## src/sv/hxs_pkg.sv

```systemverilog
// shared types, constants and code tables of the hid usage to xt scancode translator
`timescale 1ns / 1ps

package hxs_pkg;

  // input item operations
  localparam logic [1:0] OP_KEY_DOWN = 2'd0;
  localparam logic [1:0] OP_KEY_UP   = 2'd1;
  localparam logic [1:0] OP_PAD      = 2'd2;

  localparam int unsigned PAD_BUTTONS  = 6;
  localparam logic [5:0]  PAD_ALL_UP   = 6'h3F;
  localparam logic [7:0]  EXT_PREFIX   = 8'hE0;
  localparam logic [7:0]  BREAK_BIT    = 8'h80;
  localparam int unsigned QUEUE_DEPTH  = 4;

  // one input word
  typedef struct packed {
    logic [1:0] opcode;
    logic [7:0] hid_usage;
    logic [5:0] pad_mask;
  } in_word_t;

  // one result word
  typedef struct packed {
    logic [7:0] scan_byte;
    logic       last_byte;
  } out_word_t;

  // make code with its extended flag; make of zero means unmapped
  typedef struct packed {
    logic       ext;
    logic [7:0] make;
  } key_code_t;

  // work entry between front and back
  typedef struct packed {
    logic       is_pad;
    key_code_t  code;
    logic       is_break;
    logic [5:0] changed;
    logic [5:0] rel_mask;
  } entry_t;

  typedef logic [7:0] letter_tbl_t [0:25];

  localparam letter_tbl_t LETTER_CODES = '{
    8'h1E, 8'h30, 8'h2E, 8'h20, 8'h12, 8'h21, 8'h22, 8'h23, 8'h17, 8'h24, 8'h25, 8'h26,
    8'h32, 8'h31, 8'h18, 8'h19, 8'h10, 8'h13, 8'h1F, 8'h14, 8'h16, 8'h2F, 8'h11, 8'h2D,
    8'h15, 8'h2C
  };

  // hid usage to set-1 make code
  function automatic key_code_t lookup_make(input logic [7:0] u);
    key_code_t  r;
    logic [4:0] li;
    r  = '0;
    li = 5'(u - 8'h04);
    if (u inside {[8'h04:8'h1D]}) begin
      r.make = LETTER_CODES[li];
    end else if (u inside {[8'h1E:8'h26]}) begin
      r.make = 8'h02 + (u - 8'h1E);
    end else if (u inside {[8'h3A:8'h43]}) begin
      r.make = 8'h3B + (u - 8'h3A);
    end else begin
      case (u)
        8'h27: r.make = 8'h0B;
        8'h28: r.make = 8'h1C;
        8'h29: r.make = 8'h01;
        8'h2A: r.make = 8'h0E;
        8'h2B: r.make = 8'h0F;
        8'h2C: r.make = 8'h39;
        8'h2D: r.make = 8'h0C;
        8'h2E: r.make = 8'h0D;
        8'h2F: r.make = 8'h1A;
        8'h30: r.make = 8'h1B;
        8'h31: r.make = 8'h2B;
        8'h33: r.make = 8'h27;
        8'h34: r.make = 8'h28;
        8'h35: r.make = 8'h29;
        8'h36: r.make = 8'h33;
        8'h37: r.make = 8'h34;
        8'h38: r.make = 8'h35;
        8'h39: r.make = 8'h3A;
        8'h44: r.make = 8'h57;
        8'h45: r.make = 8'h58;
        8'h4F: r = '{ext: 1'b1, make: 8'h4D};
        8'h50: r = '{ext: 1'b1, make: 8'h4B};
        8'h51: r = '{ext: 1'b1, make: 8'h50};
        8'h52: r = '{ext: 1'b1, make: 8'h48};
        8'hE0: r.make = 8'h1D;
        8'hE1: r.make = 8'h2A;
        8'hE2: r.make = 8'h38;
        8'hE4: r = '{ext: 1'b1, make: 8'h1D};
        8'hE5: r.make = 8'h36;
        default: r = '0;
      endcase
    end
    return r;
  endfunction

  // gamepad button to its key: up, down, left, right, enter, escape
  function automatic key_code_t pad_code(input logic [2:0] idx);
    key_code_t r;
    r = '0;
    case (idx)
      3'd0: r = '{ext: 1'b1, make: 8'h48};
      3'd1: r = '{ext: 1'b1, make: 8'h50};
      3'd2: r = '{ext: 1'b1, make: 8'h4B};
      3'd3: r = '{ext: 1'b1, make: 8'h4D};
      3'd4: r = '{ext: 1'b0, make: 8'h1C};
      3'd5: r = '{ext: 1'b0, make: 8'h01};
      default: r = '0;
    endcase
    return r;
  endfunction

endpackage

```

## src/sv/hid_usage_to_xt_scancode.sv

```systemverilog
// top level: hid keyboard usages and gamepad masks to xt set-1 scancode bytes
// path: a word goes from the work queue to the current entry and then to out_word
// throughput: a word is taken every cycle while the work queue has room; the back
//   sequencer emits one byte per cycle while out_word is empty or popped (1-2 per key,
//   up to 10 per gamepad word), and none while it loads a queued entry
// reset: synchronous on rst_n low; queue and output emptied, gamepad mask set to all up
`timescale 1ns / 1ps

module hid_usage_to_xt_scancode #(
  parameter int unsigned QUEUE_DEPTH = hxs_pkg::QUEUE_DEPTH
) (
  input  logic               clk,
  input  logic               rst_n,
  input  logic               push,
  input  hxs_pkg::in_word_t  in_word,
  output logic               full,
  output logic               empty,
  input  logic               pop,
  output hxs_pkg::out_word_t out_word
);

  logic            q_push, q_full, q_pop, q_empty;
  hxs_pkg::entry_t q_wdata, q_rdata;

  // classify incoming words
  hxs_front u_front (
    .clk     (clk),
    .rst_n   (rst_n),
    .push    (push),
    .in_word (in_word),
    .full    (full),
    .q_push  (q_push),
    .q_data  (q_wdata),
    .q_full  (q_full)
  );

  // work queue
  hxs_fifo #(
    .WIDTH ($bits(hxs_pkg::entry_t)),
    .DEPTH (QUEUE_DEPTH)
  ) u_fifo (
    .clk     (clk),
    .rst_n   (rst_n),
    .wr_en   (q_push),
    .wr_data (q_wdata),
    .full    (q_full),
    .rd_en   (q_pop),
    .rd_data (q_rdata),
    .empty   (q_empty)
  );

  // emit scancode bytes
  hxs_back u_back (
    .clk      (clk),
    .rst_n    (rst_n),
    .q_empty  (q_empty),
    .q_data   (q_rdata),
    .q_pop    (q_pop),
    .empty    (empty),
    .pop      (pop),
    .out_word (out_word)
  );

  // front never writes a full queue
  a_no_overfill: assert property (@(posedge clk) disable iff (!rst_n)
    q_push |-> !q_full) else $error("queue written while full");

  // back never reads an empty queue
  a_no_underrun: assert property (@(posedge clk) disable iff (!rst_n)
    q_pop |-> !q_empty) else $error("queue read while empty");

  // reset leaves the output empty
  a_reset_empty: assert property (@(posedge clk)
    !rst_n |=> empty) else $error("output not empty after reset");

endmodule

```

## src/sv/hxs_fifo.sv

```systemverilog
// small flop-based queue between the front and back parts
`timescale 1ns / 1ps

module hxs_fifo #(
  parameter int unsigned WIDTH = 8,
  parameter int unsigned DEPTH = hxs_pkg::QUEUE_DEPTH
) (
  input  logic             clk,
  input  logic             rst_n,
  input  logic             wr_en,
  input  logic [WIDTH-1:0] wr_data,
  output logic             full,
  input  logic             rd_en,
  output logic [WIDTH-1:0] rd_data,
  output logic             empty
);

  localparam int unsigned PW = (DEPTH > 1) ? $clog2(DEPTH) : 1;
  localparam int unsigned CW = $clog2(DEPTH + 1);

  logic [WIDTH-1:0] mem_r [0:DEPTH-1];
  logic [PW-1:0]    wr_ptr_r, wr_ptr_nxt;
  logic [PW-1:0]    rd_ptr_r, rd_ptr_nxt;
  logic [CW-1:0]    count_r, count_nxt;
  logic             do_wr, do_rd;

  assign full    = (count_r == CW'(DEPTH));
  assign empty   = (count_r == '0);
  assign rd_data = mem_r[rd_ptr_r];
  assign do_wr   = wr_en && !full;
  assign do_rd   = rd_en && !empty;

  // pointer and count update
  always_comb begin
    wr_ptr_nxt = wr_ptr_r;
    rd_ptr_nxt = rd_ptr_r;
    count_nxt  = count_r;
    if (do_wr) begin
      wr_ptr_nxt = (wr_ptr_r == PW'(DEPTH - 1)) ? '0 : wr_ptr_r + 1'b1;
    end
    if (do_rd) begin
      rd_ptr_nxt = (rd_ptr_r == PW'(DEPTH - 1)) ? '0 : rd_ptr_r + 1'b1;
    end
    if (do_wr && !do_rd) begin
      count_nxt = count_r + 1'b1;
    end else if (do_rd && !do_wr) begin
      count_nxt = count_r - 1'b1;
    end
  end

  always_ff @(posedge clk) begin
    if (!rst_n) begin
      wr_ptr_r <= '0;
      rd_ptr_r <= '0;
      count_r  <= '0;
    end else begin
      wr_ptr_r <= wr_ptr_nxt;
      rd_ptr_r <= rd_ptr_nxt;
      count_r  <= count_nxt;
    end
  end

  // storage
  always_ff @(posedge clk) begin
    if (do_wr) begin
      mem_r[wr_ptr_r] <= wr_data;
    end
  end

endmodule

```

## src/sv/hxs_front.sv

```systemverilog
// front part: accepts words, looks up keys, diffs the gamepad mask
`timescale 1ns / 1ps

module hxs_front (
  input  logic             clk,
  input  logic             rst_n,
  input  logic             push,
  input  hxs_pkg::in_word_t in_word,
  output logic             full,
  output logic             q_push,
  output hxs_pkg::entry_t  q_data,
  input  logic             q_full
);

  logic [5:0]         prev_mask_r, prev_mask_nxt;
  logic               accept;
  logic               is_key, is_pad;
  hxs_pkg::key_code_t kc;
  logic [5:0]         changed;

  assign full   = q_full;
  assign accept = push && !q_full;
  assign is_key = (in_word.opcode == hxs_pkg::OP_KEY_DOWN) ||
                  (in_word.opcode == hxs_pkg::OP_KEY_UP);
  assign is_pad = (in_word.opcode == hxs_pkg::OP_PAD);
  assign kc      = hxs_pkg::lookup_make(in_word.hid_usage);
  assign changed = prev_mask_r ^ in_word.pad_mask;

  // build the work entry
  always_comb begin
    q_data          = '0;
    q_data.is_pad   = is_pad;
    q_data.code     = kc;
    q_data.is_break = (in_word.opcode == hxs_pkg::OP_KEY_UP);
    q_data.changed  = changed;
    q_data.rel_mask = in_word.pad_mask;
    q_push = accept && ((is_key && (kc.make != 8'h00)) || (is_pad && (changed != '0)));
  end

  // stored gamepad mask
  always_comb begin
    prev_mask_nxt = prev_mask_r;
    if (accept && is_pad) begin
      prev_mask_nxt = in_word.pad_mask;
    end
  end

  always_ff @(posedge clk) begin
    if (!rst_n) begin
      prev_mask_r <= hxs_pkg::PAD_ALL_UP;
    end else begin
      prev_mask_r <= prev_mask_nxt;
    end
  end

endmodule

```

## src/sv/hxs_back.sv

```systemverilog
// back part: walks one entry and emits its scancode bytes into the output register
`timescale 1ns / 1ps

module hxs_back (
  input  logic              clk,
  input  logic              rst_n,
  input  logic              q_empty,
  input  hxs_pkg::entry_t   q_data,
  output logic              q_pop,
  output logic              empty,
  input  logic              pop,
  output hxs_pkg::out_word_t out_word
);

  hxs_pkg::entry_t    cur_r, cur_nxt;
  logic               cur_valid_r, cur_valid_nxt;
  logic [5:0]         rem_r, rem_nxt;
  logic               pfx_r, pfx_nxt;
  logic               out_valid_r, out_valid_nxt;
  hxs_pkg::out_word_t out_r, out_nxt;

  logic [2:0]         idx;
  hxs_pkg::key_code_t ev;
  logic               rel;
  logic               pfx_step;
  logic [5:0]         rem_after;
  logic               fin;
  logic               step;
  logic [7:0]         code_byte;

  // lowest pending button
  always_comb begin
    idx = '0;
    for (int i = hxs_pkg::PAD_BUTTONS - 1; i >= 0; i--) begin
      if (rem_r[i]) begin
        idx = 3'(i);
      end
    end
  end

  // current key event
  always_comb begin
    if (cur_r.is_pad) begin
      ev  = hxs_pkg::pad_code(idx);
      rel = cur_r.rel_mask[idx];
    end else begin
      ev  = cur_r.code;
      rel = cur_r.is_break;
    end
    pfx_step  = ev.ext && !pfx_r;
    rem_after = rem_r & (rem_r - 6'd1);
    fin       = !pfx_step && (!cur_r.is_pad || (rem_after == '0));
    code_byte = rel ? (ev.make | hxs_pkg::BREAK_BIT) : ev.make;
    step      = cur_valid_r && (!out_valid_r || pop);
    q_pop     = !cur_valid_r && !q_empty;
  end

  // sequencer next values
  always_comb begin
    cur_nxt       = cur_r;
    cur_valid_nxt = cur_valid_r;
    rem_nxt       = rem_r;
    pfx_nxt       = pfx_r;
    if (q_pop) begin
      cur_nxt       = q_data;
      cur_valid_nxt = 1'b1;
      rem_nxt       = q_data.changed;
      pfx_nxt       = 1'b0;
    end else if (step) begin
      pfx_nxt = pfx_step;
      if (!pfx_step) begin
        rem_nxt = rem_after;
      end
      if (fin) begin
        cur_valid_nxt = 1'b0;
      end
    end
  end

  // output register
  always_comb begin
    out_valid_nxt = out_valid_r;
    out_nxt       = out_r;
    if (step) begin
      out_valid_nxt     = 1'b1;
      out_nxt.scan_byte = pfx_step ? hxs_pkg::EXT_PREFIX : code_byte;
      out_nxt.last_byte = fin;
    end else if (pop) begin
      out_valid_nxt = 1'b0;
    end
  end

  assign empty    = !out_valid_r;
  assign out_word = out_r;

  always_ff @(posedge clk) begin
    if (!rst_n) begin
      cur_valid_r <= 1'b0;
      pfx_r       <= 1'b0;
      out_valid_r <= 1'b0;
    end else begin
      cur_valid_r <= cur_valid_nxt;
      pfx_r       <= pfx_nxt;
      out_valid_r <= out_valid_nxt;
    end
  end

  always_ff @(posedge clk) begin
    cur_r <= cur_nxt;
    rem_r <= rem_nxt;
    out_r <= out_nxt;
  end

endmodule

```

## config.mk

```make
export PLATFORM = sky130hd
export DESIGN_NAME = hid_usage_to_xt_scancode
export DESIGN_NICKNAME = d
export VERILOG_FILES = /design/src/sv/hxs_pkg.sv /design/src/sv/hid_usage_to_xt_scancode.sv /design/src/sv/hxs_fifo.sv /design/src/sv/hxs_front.sv /design/src/sv/hxs_back.sv
export SDC_FILE = /design/constraint.sdc
export NUM_CORES = 1
export LEC_CHECK = 0
export BUFFER_PORTS_ARGS = -buffer_cell sky130_fd_sc_hd__buf_4
export CAP_MARGIN = 20
export CORE_MARGIN = 4
export CORE_UTILIZATION = 39
export CTS_CLUSTER_DIAMETER = 40
export CTS_CLUSTER_SIZE = 30
export DETAILED_ROUTE_END_ITERATION = 8
export SLEW_MARGIN = 20
export SYNTH_ARGS = -nofsm -noshare
export SYNTH_HDL_FRONTEND = slang
export SYNTH_SLANG_ARGS = --single-unit
export TNS_END_PERCENT = 20
```

## constraint.sdc

```tcl
create_clock -name clk -period 4.65 [get_ports clk]
set_input_delay 1.1625 -clock clk [delete_from_list [all_inputs] [get_ports clk]]
set_output_delay 1.1625 -clock clk [all_outputs]
set_load 0.1 [all_outputs]
```

### After elaboration in Yosys (flattened, before gate mapping)

Memory sizes are Yosys's and may differ from the RTL's. A register that Yosys moved wholly into a read port is not among the register bits.
Cells that the tools add are included.

| storage, ports and cells | value |
|---|---|
| logic and storage cells | 162 |
| memory bits (read-only) | 256 |
| input port bits | 20 |
| output and inout bits | 11 |
| bits in registers | 48 |
| memories | 2 |
| bits in writable memories | 92 |

| cells by class | value |
|---|---|
| mux-type cells | 37 |
| order comparisons | 8 |
| add/sub/neg operators | 10 |
| equality and inequality tests | 40 |
| bitwise gates (word level) | 4 |
| reduce and logical (&&, ||, !) cells | 45 |

Memory list:

| memory | depth | width | rd ports | clocked after memory_dff | wr ports | line | text |
|---|---|---|---|---|---|---|---|
| (no name shown) | 32 | 8 | 1 | 0 | 0 | hxs_pkg.sv:60 | `r.make = LETTER_CODES[li];` |
| u_fifo.mem_r | 4 | 23 | 1 | 1 | 1 | hxs_fifo.sv:21 | `logic [WIDTH-1:0] mem_r [0:DEPTH-1];` |

Operator list:

| cell | number |
|---|---|
| $pmux 7 s28 | 1 |
| $eq 8x6->1 const B | 18 |
| $pmux 9 s6 | 1 |
| $eq 8x7->1 const B | 6 |
| $eq 8x8->1 const B | 5 |
| $mux 8 | 5 |
| $mux 3 | 8 |
| $mux 6 | 3 |
| $logic_and 1x1->1 | 16 |
| $mux 1 | 13 |
| $eq 3x3->1 const B | 3 |
| $logic_not 1->1 | 9 |
| $mux 9 | 1 |
| $add 2x8->8 const A | 1 |
| $add 6x8->8 const A | 1 |
| $ge 8x3->1 const B | 1 |
| $ge 8x5->1 const B | 1 |
| $ge 8x6->1 const B | 1 |
| $le 8x5->1 const B | 1 |
| $le 8x6->1 const B | 1 |
| $le 8x7->1 const B | 1 |
| $mux 2 | 4 |
| $reduce_bool 2->1 | 4 |
| $reduce_bool 8->1 | 1 |
| other kinds (27) | 38 |

### Depth between registers and ports, before layout

Gate-level depths: netlist (run 1).

| depth | value |
|---|---|
| depth after elaboration | 15 |
| depth in mapped cells | 18 |
| gate-level depth less buffers | 15 |

### Modules after synthesis

From an unflattened synthesis (run 1), not the netlist that was laid out.

| unflattened totals | value |
|---|---|
| cells, all modules | 550 |
| area total of the unflattened synthesis | 7,185.6 µm² |

Modules (own cells, without submodules):

| module | cells an instance | area each (µm²) | instances | seq. area each (µm²) |
|---|---|---|---|---|
| hxs_fifo | 171 | 3,829.9 | 1 | 2,942.8 |
| hxs_front | 254 | 1,803.0 | 1 | 120.1 |
| hxs_back | 125 | 1,552.7 | 1 | 1,021.0 |

### Worst setup path before layout (run 1)

Ideal clock, no wire load.

| timing | value |
|---|---|
| kind | input to register |
| start point | input port in_word[8] (netlist bit) |
| end point | register u_fifo.count_r[2] |
| setup slack | -248 ps |
| required time | 4,574 ps |
| cell stages on the path | 17 |
| path buffers | 3 |
| setup time | 76 ps |
| arrival | 4,823 ps |
| cell sequence | clkbuf_1 > inv_1 > ha_1 > clkbuf_1 > xor2_1 > clkbuf_1 > o21ai_0 > a221oi_1 > a311o_1 > nor4_4 > a31oi_4 > ha_1 > inv_1 > fa_1 > xor2_1 > or3_1 > a21boi_0 |

RTL lines:

| what | line | text |
|---|---|---|
| from (decl) | hid_usage_to_xt_scancode.sv:15 | `input hxs_pkg::in_word_t in_word,` |
| to (signal assigned) | hxs_fifo.sv:59 | `count_r <= count_nxt;` |
| to (decl) | hxs_fifo.sv:24 | `logic [CW-1:0] count_r, count_nxt;` |

==> run_results.csv, run 1 <==
group,metric,value,unit
cells_and_area,multi_input_area,2660,µm²
clock_tree,cts_root_buffer,"clkbuf_16",
clock_tree,cts_resized,0,
global_routing,track_usage,16.4,%
timing,slew_violations,0,
power_and_ir_drop,power.leakage,3.05,nW
clock_tree,cts_buffer_depth,2,
floorplanning,die_x,142,µm
synth,synth_cell_types,77,
synth,synth_ff_type,"edfxtp_1",
routing,drtAntennaViolNets,0,
worst_setup_path,path_cells,"buf_4, buf_4, or4b_1, a311o_1, buf_4, a311oi_1, or3_1, and3b_1, a31oi_4, ha_1, inv_1, fa_1, xor2_1, or3_1, a21boi_0",
routing,drc,0,
cells_and_area,syn_to_final_growth,21.7,%
synth,synth_area,6960,µm²
routing,viasPerCell,5.55,
clock_tree,clkTransAtPathRegs,0.06,ns
timing,rsz0062_at_grt,"false",
global_routing,antenna_found_initial,0,
worst_setup_path,cp_slowest_cell,"or4b_1",
floorplanning,core_area,17400,µm²
synth,synth_top_area_share,53.5,%
synth,async_flop_share,0,%
power_and_ir_drop,pwr_density_cell,564,nW/µm²
synth,ys_warn_count,0,
worst_setup_path,crit_fanout,13,
run_status,status,"completed",
cells_and_area,drive_gt1_share,25.7,%
floorplanning,fp.dieH,142,µm
clock_tree,holdBufCountCts,0,
synth,avgSynthCellArea,13.3,µm²
floorplanning,start_util,39.9,%
cells_and_area,fin_area,8470,µm²
clock_tree,cts_tree,"yes",
global_routing,grt.busiest_layer,"met2",
global_routing,met1_usage,22.0,%
timing,fmaxAchievable,232,MHz
worst_setup_path,start_kind,"primary input",
placed_design,port_buffers,30,
placed_design,post_dp_cell_area,7800,µm²
cells_and_area,regArea,4080,µm²
synth,postSynthCellCount,523,
synth,synth.largest_area_cell,"edfxtp_1",
worst_setup_path,path_buf_inv,4,
worst_setup_path,r2r_slack,1.50,ns
clock_tree,cts.sink_count,142,
timing,setup_viol,0,
clock_tree,cts_buffers,17,
run,cap_violations,0,
timing,min_period,4.31,ns
timing,max-slew-margin-rel,35.7,%
floorplanning,ios,31,
worst_setup_path,crit_family,"simple AND/OR/NAND/NOR gates",
global_routing,grt-ovfl-total,0,
global_routing,grt_max_degree,28,
placed_design,dp_cells,800,
routing,wl_per_cell,18.8,µm
timing,final_hold_viol_count,0,
global_routing,grt_pass1_vias,4597,
global_routing,grt_pass1_wl,25100,µm
cells_and_area,fin_nets,636,
clock_tree,cts_setup_buffers,0,
placed_design,hpwl,11000,µm
routing,routed_wl,15700,µm
worst_setup_path,cp_common_cell,"buf_4",
worst_setup_path,cp_slowest_stage_delay,0.49,ns
clock_tree,clock_latency,0.42,ns
timing,post-route-period-util,92.7,%
synth,synthTopCellsByArea,"edfxtp_1, mux4_2, dfxtp_1",
cells_and_area,nFillCells,1512,
floorplanning,rows,48,
worst_setup_path,critPathCaptureType,"flop",
worst_hold_path,worstHoldPathType,"flop to flop",
global_routing,globalRouteMet2Util,26.0,%
clock_tree,htreeDepth,4,
timing,clock_skew,0.00787,ns
worst_setup_path,crit_arrival,4.66,ns
synth,syn-num-nets,565,
cells_and_area,fin_cells,832,
placed_design,place_congestion,0.893,
routing,dr_total_vias,4617,
synth,synth_enable_flop_cells,124,
worst_setup_path,critPathRequiredTime,5.00,ns
worst_setup_path,worstSetupPathType,"primary input to flop",
cells_and_area,antenna_cells,0,
timing,worst_pin_slew,0.964,ns
floorplanning,die_area,20000,µm²
synth,ys_seq_elements,142,
synth,yosysSeqAreaShare,58.7,%
global_routing,use_met3,3.67,%
routing,first_pass_iters,5,
power_and_ir_drop,power.ir.vdd_worst,0.508,mV
timing,fin_hold_ws,0.494,ns
routing,drtIter0Drc,384,
-- worst register-to-register path, cell delays in order, from the launching register on --
cell and delay (ns):
dfxtp_1 0.32, xor2_1 0.23, or4_1 0.58, o31ai_1 0.45, a21boi_1 0.33, a31oi_4 0.12, ha_1 0.20, inv_1 0.08
fa_1 0.19, xor2_1 0.08, or3_1 0.31, a21boi_0 0.17
-- power by group --
group	switching [W]	leakage, nW	internal (W)
clock	0.000505	0.317	0.00101
combinational	0.000866	1.44	0.000517
sequential	0.000159	1.29	0.00172
-- per-layer routing --
metal | vias to the layer above | wire length, µm
met5 | - | 0
met4 | 0 | 403
met3 | 31 | 778
met2 | 152 | 7540
met1 | 2276 | 6960
li1 | 2158 | -
-- flip-flops by register name, indices dropped and copies added, names as in the netlist, named ones only --
signal and cells:
u_fifo.wr_ptr_r 2, u_fifo.mem_r 92, u_front.prev_mask_r 6, u_back.pfx_r 1
u_fifo.count_r 3, u_back.out_word 9, u_fifo.rd_ptr_r 2, u_back.rem_r 6
u_back.out_valid_r 1, u_back.cur_r 17, u_back.cur_valid_r 1
-- worst paths after layout --
check | from | to | cells after the start
setup reg to reg | u_front.prev_mask_r[3] | u_fifo.count_r[2] | 11
hold reg to reg | u_back.cur_valid_r | u_back.out_valid_r | 2
setup / recovery | in_word[9] | u_fifo.count_r[2] | 15
hold / removal | u_back.cur_valid_r | u_back.out_valid_r | 2
-- area by class of cell --
class                   instances  share of cell area, %
clock buffers                  18                   5.07
well taps                     225                   3.32
repair buffers                 86                   8.22
flip-flops and latches        142                   48.2
inverters                      20                  0.887
multi-input cells             327                   31.5
clock inverters                14                   2.82
-- logic make-up (layout without fill, tap and decap cells) --
| kind of cell | after synthesis | in the layout | synth area share [%] |
|---|---|---|---|
| xor+xnor | 16 | 16 | 2.01 |
| mux | 39 | 39 | 10.1 |
| simple gates | 139 | 139 | 10.5 |
| flops | 142 | 142 | 58.7 |
| compound gates | 110 | 110 | 11.2 |
| buf+inv | 54 | 138 | 3.24 |
| fa+ha+maj | 23 | 23 | 4.21 |
-- stage by stage --
| stage | setup WS, ns | util, % | total power, W | setup TNS [ns] |
|---|---|---|---|---|
| 5_1_grt | 0.176 | 48.6 | 0.00503 | 0 |
| 3_5_place_dp | -0.0484 | 44.8 | 0.00330 | -0.0484 |
| 2_1_floorplan | 0.0451 | - | 0.00290 | 0 |
| 4_1_cts | 0.359 | 48.6 | 0.00481 | 0 |
| 3_3_place_gp | -0.0267 | 44.8 | 0.00327 | -0.0267 |
| 6_report | 0.337 | 48.6 | 0.00477 | 0 |
-- Yosys cell counts, types with 4 or more instances --
master	number
o22ai_1	5
nand2_1	41
buf_2	6
nor2b_1	4
o21ai_0	24
a31oi_1	6
nor2_1	28
dfxtp_1	18
nand4_1	4
inv_1	20
a211oi_1	7
a21oi_1	20
ha_1	21
o211ai_1	4
mux4_2	25
xnor2_1	6
and2_1	8
nor3_1	9
o31ai_1	4
nand3_1	14
xor2_1	10
or3_1	5
clkbuf_1	24
edfxtp_1	124
mux2i_1	12
-- layout by cell type, fill, tap and decap left out, types with 6 or more instances in the layout --
master / netlist / final
buf_4: 0 / 82
nand2_1: 41 / 41
and2_1: 8 / 8
nor2_1: 28 / 28
nand3_1: 14 / 14
xor2_1: 10 / 9
mux2i_1: 12 / 12
edfxtp_1: 124 / 124
a211oi_1: 7 / 7
bufinv_16: 0 / 6
dfxtp_1: 18 / 18
mux4_2: 25 / 25
nor3_1: 9 / 9
ha_1: 21 / 21
clkbuf_16: 0 / 17
o21ai_0: 24 / 23
xnor2_1: 6 / 6
a31oi_1: 6 / 6
a21oi_1: 20 / 20
inv_1: 20 / 20
Power figures use the tool's default switching activity.
==> run 2, diff against run 1 <==
- SYNTH_HIERARCHICAL: unset -> 1
- clock period: 4.65 -> 4.6 ns (I/O delays scaled with it)
==> run 2 against run 1 <==
  * Flip-flop and latch count unchanged
  * Worst hold slack better by 0.0019 ns
  * Critical path depth up 3
  * Worst setup slack worse by 0.15 ns
  * Via count up 4.3%
  * Clock skew up 0.0015 ns
  * Sequential share of layout area down 2.2 points
  * Routed wire length up 5.7%
  * Register-to-register slack worse by 0.50 ns
  * Utilization up 0.65 points
  * Highest routed layer unchanged
  * Power down 2.8%
==> run_results.csv, run 2 <==
group,metric,value,unit
run_status,status,"completed",
global_routing,grt-ovfl-total,0,
timing,setup_ws,0.184,ns
power_and_ir_drop,power.leakage,3.24,nW
timing,post-route-period-util,96.0,%
placed_design,hpwl,12100,µm
clock_tree,holdBufCountCts,0,
worst_setup_path,crit_fanout,4,
power_and_ir_drop,power,0.00464,W
worst_setup_path,start_kind,"primary input",
floorplanning,rows,49,
routing,drc,0,
worst_setup_path,r2r_slack,1.00,ns
floorplanning,die_x,144,µm
clock_tree,cts_buffers,17,
worst_setup_path,critPathLaunch,"in_word[7]",
routing,wl_per_cell,18.5,µm
worst_hold_path,hp-start,"u_front/prev_mask_r[1]",
synth,syn-num-nets,593,
synth,ys_warn_count,6,
synth,synth_enable_flop_cells,124,
timing,min_period,4.42,ns
cells_and_area,largest_register,"u_fifo/mem_r",
timing,worst_pin_slew,0.749,ns
timing,max-slew-margin-rel,49.6,%
cells_and_area,antenna_cells,0,
run,cap_violations,0,
clock_tree,cts.sink_count,142,
worst_setup_path,worstSetupPathType,"primary input to flop",
placed_design,port_buffers,30,
synth,ys_seq_elements,142,
synth,synth.largest_area_cell,"edfxtp_1",
placed_design,place_congestion,0.933,
cells_and_area,largest_reg_flops,92,
worst_setup_path,crit_arrival,4.76,ns
synth,postSynthCellCount,550,
routing,first_pass_iters,4,
clock_tree,clock_latency,0.41,ns
floorplanning,fp.dieH,144,µm
power_and_ir_drop,power.ir.vdd_worst,0.495,mV
synth,synthTopCellsByArea,"edfxtp_1, mux4_2, dfxtp_1",
floorplanning,die_area,20700,µm²
routing,routed_wl,16600,µm
routing,viasPerCell,5.38,
synth,synth_most_common_cell,"edfxtp_1",
worst_setup_path,r2r-end,"u_fifo/count_r[2]",
clock_tree,cts_buffer_depth,2,
timing,setup_viol,0,
routing,drtAntennaViolNets,0,
synth,ys_top_cells_by_count,"edfxtp_1, nand2_1, nor2_1, a21oi_1, mux4_2",
synth,synth_area,7190,µm²
cells_and_area,syn_to_final_growth,23.6,%
placed_design,dpl_worst_slack,-0.205,ns
synth,avgSynthCellArea,13.1,µm²
worst_hold_path,hold_end,"u_front/prev_mask_r[1]",
clock_tree,cts_tree,"yes",
clock_tree,clkTransAtPathRegs,0.06,ns
cells_and_area,fin_area,8880,µm²
routing,dr_total_vias,4817,
floorplanning,core_area,18000,µm²
worst_hold_path,hold_depth,2,
timing,fmaxAchievable,226,MHz
clock_tree,cts_root_buffer,"clkbuf_16",
clock_tree,htreeDepth,4,
power_and_ir_drop,pwr_density_cell,522,nW/µm²
timing,slew_violations,0,
global_routing,grt_pass1_vias,5119,
global_routing,track_usage,16.9,%
synth,async_flop_share,0,%
cells_and_area,mostFrequentLayoutCells,"edfxtp_1, buf_4, nand2_1, nor2_1, a21oi_1",
cells_and_area,drive_gt1_share,31.2,%
cells_and_area,nFillCells,1607,
global_routing,antenna_found_initial,0,
timing,final_hold_viol_count,0,
timing,rsz0062_at_grt,"false",
cells_and_area,fin_nets,697,
synth,synth_cell_types,75,
placed_design,post_dp_cell_area,8290,µm²
floorplanning,ios,31,
timing,clock_skew,0.00934,ns
worst_setup_path,critPathRequiredTime,4.94,ns
worst_setup_path,critPathCaptureType,"flop",
synth,yosysSeqAreaShare,56.8,%
worst_setup_path,reg2reg_depth,13,
synth,synth_ff_type,"edfxtp_1",
routing,drtIter0Drc,268,
synth,synth_top_area_share,51.8,%
worst_setup_path,timing.rr.start,"u_front/prev_mask_r[4]",
floorplanning,start_util,39.9,%
worst_hold_path,worstHoldPathType,"flop to flop",
cells_and_area,final_common_cell,"edfxtp_1",
global_routing,grt_max_degree,31,
timing,fin_hold_ws,0.495,ns
global_routing,grt_pass1_wl,27100,µm
cells_and_area,final_util,49.3,%
## run 2: logic make-up (layout without fill, tap and decap cells)
logic type	count (synthesis)	count (layout)	synth area share, %
XOR/XNOR	17	17	2.07
adder cells (fa/ha/maj)	24	24	4.25
AO/OA/AOI/OAI	114	114	11.1
buffers and inverters	56	173	4.53
AND/OR/NAND/NOR	157	157	11.2
multiplexers	40	40	10.0
flip-flops	142	142	56.8
## run 2: worst max-delay path: stages
cell	delay, ns
buf_4	0.10
inv_2	0.05
buf_4	0.12
ha_1	0.23
o21ai_0	0.23
a21oi_1	0.13
nor3_1	0.27
mux2i_2	0.12
or4_1	0.39
or4b_1	0.53
o41a_1	0.31
nor2b_1	0.17
ha_4	0.19
inv_2	0.05
fa_2	0.19
xor2_1	0.08
or3_1	0.31
a21boi_1	0.12
## run 2: cell type report
type / count / area [µm²] / area share (%)
sequential: 142 / 4080 / 46.0
multi-input combinational: 352 / 2870 / 32.3
timing repair buffer: 123 / 973 / 11.0
clock buffer: 25 / 539 / 6.07
tap: 229 / 287 / 3.23
inverter: 18 / 80.1 / 0.902
clock inverter: 7 / 47.5 / 0.535
## run 2: how the worst max path moves through the flow
stage / to / cells past startpoint
after floorplan: u_fifo/count_r[2] / 18
after global placement: u_fifo/count_r[2] / 18
after detailed placement: u_fifo/count_r[2] / 18
after CTS: u_fifo/count_r[2] / 18
after global routing: u_fifo/count_r[2] / 17
final: u_fifo/count_r[2] / 18
## run 2: where the power goes
group / leakage (nW) / internal, W / switching, W / total (W)
combinational: 1.65 / 0.000543 / 0.000910 / 0.00145
sequential: 1.29 / 0.00173 / 0.000151 / 0.00188
clock: 0.293 / 0.000817 / 0.000486 / 0.00130
## run 2: what timing repair did
action,4_1_cts,5_1_grt
setup buffers,0,0
resized for setup,0,1
endpoints found under the setup margin,0,1
endpoints found under the hold margin,0,0
## run 2: routing by layer
layer  vias to the layer above  track usage [%]  part of all wire (%)
met5                         -                0                     0
met4                         0             6.05                   2.1
met3                        20             2.66                   2.7
met2                        90             30.4                    52
met1                      2396             20.6                    43
li1                       2311                -                     -
## run 2: per-stage QoR
step	TNS (ns)	cells
6_report	0	896
4_1_cts	0	896
2_1_floorplan	-0.0308	550
3_5_place_dp	-2.29	864
5_1_grt	0	896
3_3_place_gp	-5.27	864
==> run 3, diff against run 2 <==
- ABC_AREA: unset -> 1
==> run 3 against run 2 <==
  * Register-to-register slack better by 0.91 ns
  * Clock skew down 0.00092 ns
  * Combinational power up 24%
  * Flip-flop and latch count unchanged
  * Via count up 12%
  * Die area up 7.2%
  * Area after synthesis up 7.6%
  * Utilization down 3.9 points
  * Non-clock buffer count down 79
  * Worst setup slack better by 0.39 ns
  * First-iteration DRC count up 23%
  * Routed wire length up 0.17%
==> run_results.csv, run 3 <==
group,metric,value,unit
worst_setup_path,critPathRequiredTime,4.92,ns
synth,syn-num-nets,830,
global_routing,grt_pass1_vias,5142,
clock_tree,cts_root_buffer,"clkbuf_16",
timing,final_hold_viol_count,0,
clock_tree,cts_buffers,17,
routing,dr_total_vias,5403,
cells_and_area,fin_nets,865,
worst_setup_path,crit_family,"simple AND/OR/NAND/NOR gates",
global_routing,grt_max_degree,47,
floorplanning,core_area,19500,µm²
cells_and_area,largest_register,"u_fifo/mem_r",
routing,routed_wl,16600,µm
timing,fmaxAchievable,248,MHz
synth,ys_seq_elements,142,
synth,ys_warn_count,6,
synth,muxShareOfSynthArea,0,%
global_routing,track_usage,15.5,%
cells_and_area,drive_gt1_share,22.2,%
cells_and_area,final_common_cell,"nand2_1",
clock_tree,holdBufCountCts,0,
timing,post-route-period-util,87.6,%
clock_tree,cts_tree,"yes",
synth,synth_enable_flop_cells,124,
placed_design,port_buffers,30,
floorplanning,die_x,149,µm
cells_and_area,syn_to_final_growth,14.2,%
run,cap_violations,0,
global_routing,antenna_found_initial,0,
worst_setup_path,path_buf_inv,8,
routing,wl_per_cell,15.1,µm
synth,synthTopCellsByArea,"edfxtp_1, nand2_1, dfxtp_1",
cells_and_area,antenna_cells,0,
timing,setup_ws,0.570,ns
placed_design,post_dp_cell_area,8180,µm²
cells_and_area,mostFrequentLayoutCells,"nand2_1, edfxtp_1, inv_1, nor2_1, o21ai_0",
synth,synth_most_common_cell,"nand2_1",
floorplanning,fp.dieH,149,µm
cells_and_area,final_util,45.4,%
worst_setup_path,critPathCaptureType,"flop",
timing,rsz0062_at_grt,"false",
synth,synth_area,7730,µm²
clock_tree,cts_resized,0,
power_and_ir_drop,power,0.00524,W
power_and_ir_drop,power.ir.vdd_worst,0.341,mV
clock_tree,cts_buffer_depth,2,
timing,clock_skew,0.00842,ns
clock_tree,cts_setup_buffers,0,
worst_setup_path,crit_arrival,4.35,ns
timing,min_period,4.03,ns
synth,synth_top_area_share,48.1,%
synth,synthAdderAreaFrac,3.82,%
synth,ys_top_cells_by_count,"nand2_1, edfxtp_1, nor2_1, inv_1, o21ai_0",
synth,postSynthCellCount,787,
timing,slew_violations,0,
synth,synth.largest_area_cell,"edfxtp_1",
global_routing,grt-ovfl-total,0,
power_and_ir_drop,power.leakage,3.65,nW
clock_tree,htreeDepth,4,
worst_setup_path,crit_fanout,15,
placed_design,dpl_worst_slack,0.119,ns
floorplanning,die_area,22100,µm²
synth,yosysSeqAreaShare,52.8,%
run_status,status,"completed",
clock_tree,clkTransAtPathRegs,0.06,ns
timing,setup_tns,0,ns
synth,synth_compound_area_share,13.0,%
synth,synth_top_family_by_area,"simple AND/OR/NAND/NOR gates",
synth,synth_cell_types,54,
timing,worst_pin_slew,0.660,ns
routing,viasPerCell,4.91,
routing,drtIter0Drc,330,
placed_design,place_congestion,0.885,
clock_tree,cts.sink_count,142,
global_routing,grt_pass1_wl,26800,µm
floorplanning,ios,31,
floorplanning,rows,51,
cells_and_area,largest_reg_flops,92,
synth,yosys.area_share.simple,20.9,%
routing,drc,0,
synth,async_flop_share,0,%
timing,max-slew-margin-rel,56.0,%
timing,setup_viol,0,
clock_tree,clock_latency,0.42,ns
worst_hold_path,worstHoldPathType,"flop to flop",
worst_setup_path,cp_slowest_stage_delay,0.38,ns
routing,first_pass_iters,5,
cells_and_area,fin_area,8830,µm²
placed_design,hpwl,11500,µm
synth,synth_xor_area_share,1.46,%
worst_setup_path,cp_slowest_cell,"fa_1",
floorplanning,start_util,39.7,%
routing,drtAntennaViolNets,0,
synth,avgSynthCellArea,9.83,µm²
synth,synth_ff_type,"edfxtp_1",
power_and_ir_drop,pwr_density_cell,593,nW/µm²
worst_setup_path,start_kind,"primary input",
worst_setup_path,cp_common_cell,"inv_1",
worst_setup_path,worstSetupPathType,"primary input to flop",
run 3: tightest hold or removal path, delay by kind of cell (launching register included):
kind             cells  cell delay [ns]
DFF                  1             0.34
and+or+nand+nor      2             0.11
run 3: final timing paths:
kind / startpoint / to / slack [ns] / cells past startpoint
min reg2reg: u_front/prev_mask_r[2] / u_front/prev_mask_r[2] / 0.47 / 2
min: u_front/prev_mask_r[2] / u_front/prev_mask_r[2] / 0.47 / 2
max: in_word[8] / u_fifo/count_r[2] / 0.57 / 25
max reg2reg: u_front/prev_mask_r[2] / u_fifo/count_r[1] / 1.91 / 11
run 3: stage by stage:
step	std cells	hold slack, ns
6_report	1100	0.474
5_1_grt	1100	0.493
4_1_cts	1100	0.477
3_5_place_dp	1068	0.462
2_1_floorplan	787	0.448
3_3_place_gp	1068	0.457
run 3: cell type report:
cell class / count / area, µm²
Clock inverter: 13 / 219
Multi-Input combinational cell: 530 / 3040
Tap cell: 265 / 332
Inverter: 87 / 343
Sequential cell: 142 / 4080
Clock buffer: 19 / 433
Timing Repair Buffer: 44 / 380
Fill cell: 1822 / 10600
run 3: power by group:
| group | leakage [nW] | total [W] | switching, W | internal, W |
|---|---|---|---|---|
| Clock | 0.314 | 0.00151 | 0.000500 | 0.00101 |
| Combinational | 2.04 | 0.00180 | 0.00129 | 0.000510 |
| Sequential | 1.30 | 0.00193 | 0.000143 | 0.00179 |
run 3: logic make-up (layout without fill, tap and decap cells):
logic type / Yosys count / after routing
AO/OA/AOI/OAI: 149 / 149
XOR/XNOR: 12 / 12
adder cells (fa/ha/maj): 23 / 23
buffers and inverters: 115 / 163
flip-flops: 142 / 142
AND/OR/NAND/NOR: 346 / 346
run 3: per-layer routing:
| metal | part of all wire [%] | GRT usage, % | vias to the layer above |
|---|---|---|---|
| met4 | 2.0 | 6.13 | 0 |
| met3 | 3.9 | 2.80 | 26 |
| li1 | - | - | 2736 |
| met2 | 48 | 25.9 | 132 |
| met1 | 46 | 20.1 | 2509 |
| met5 | 0 | 0 | - |
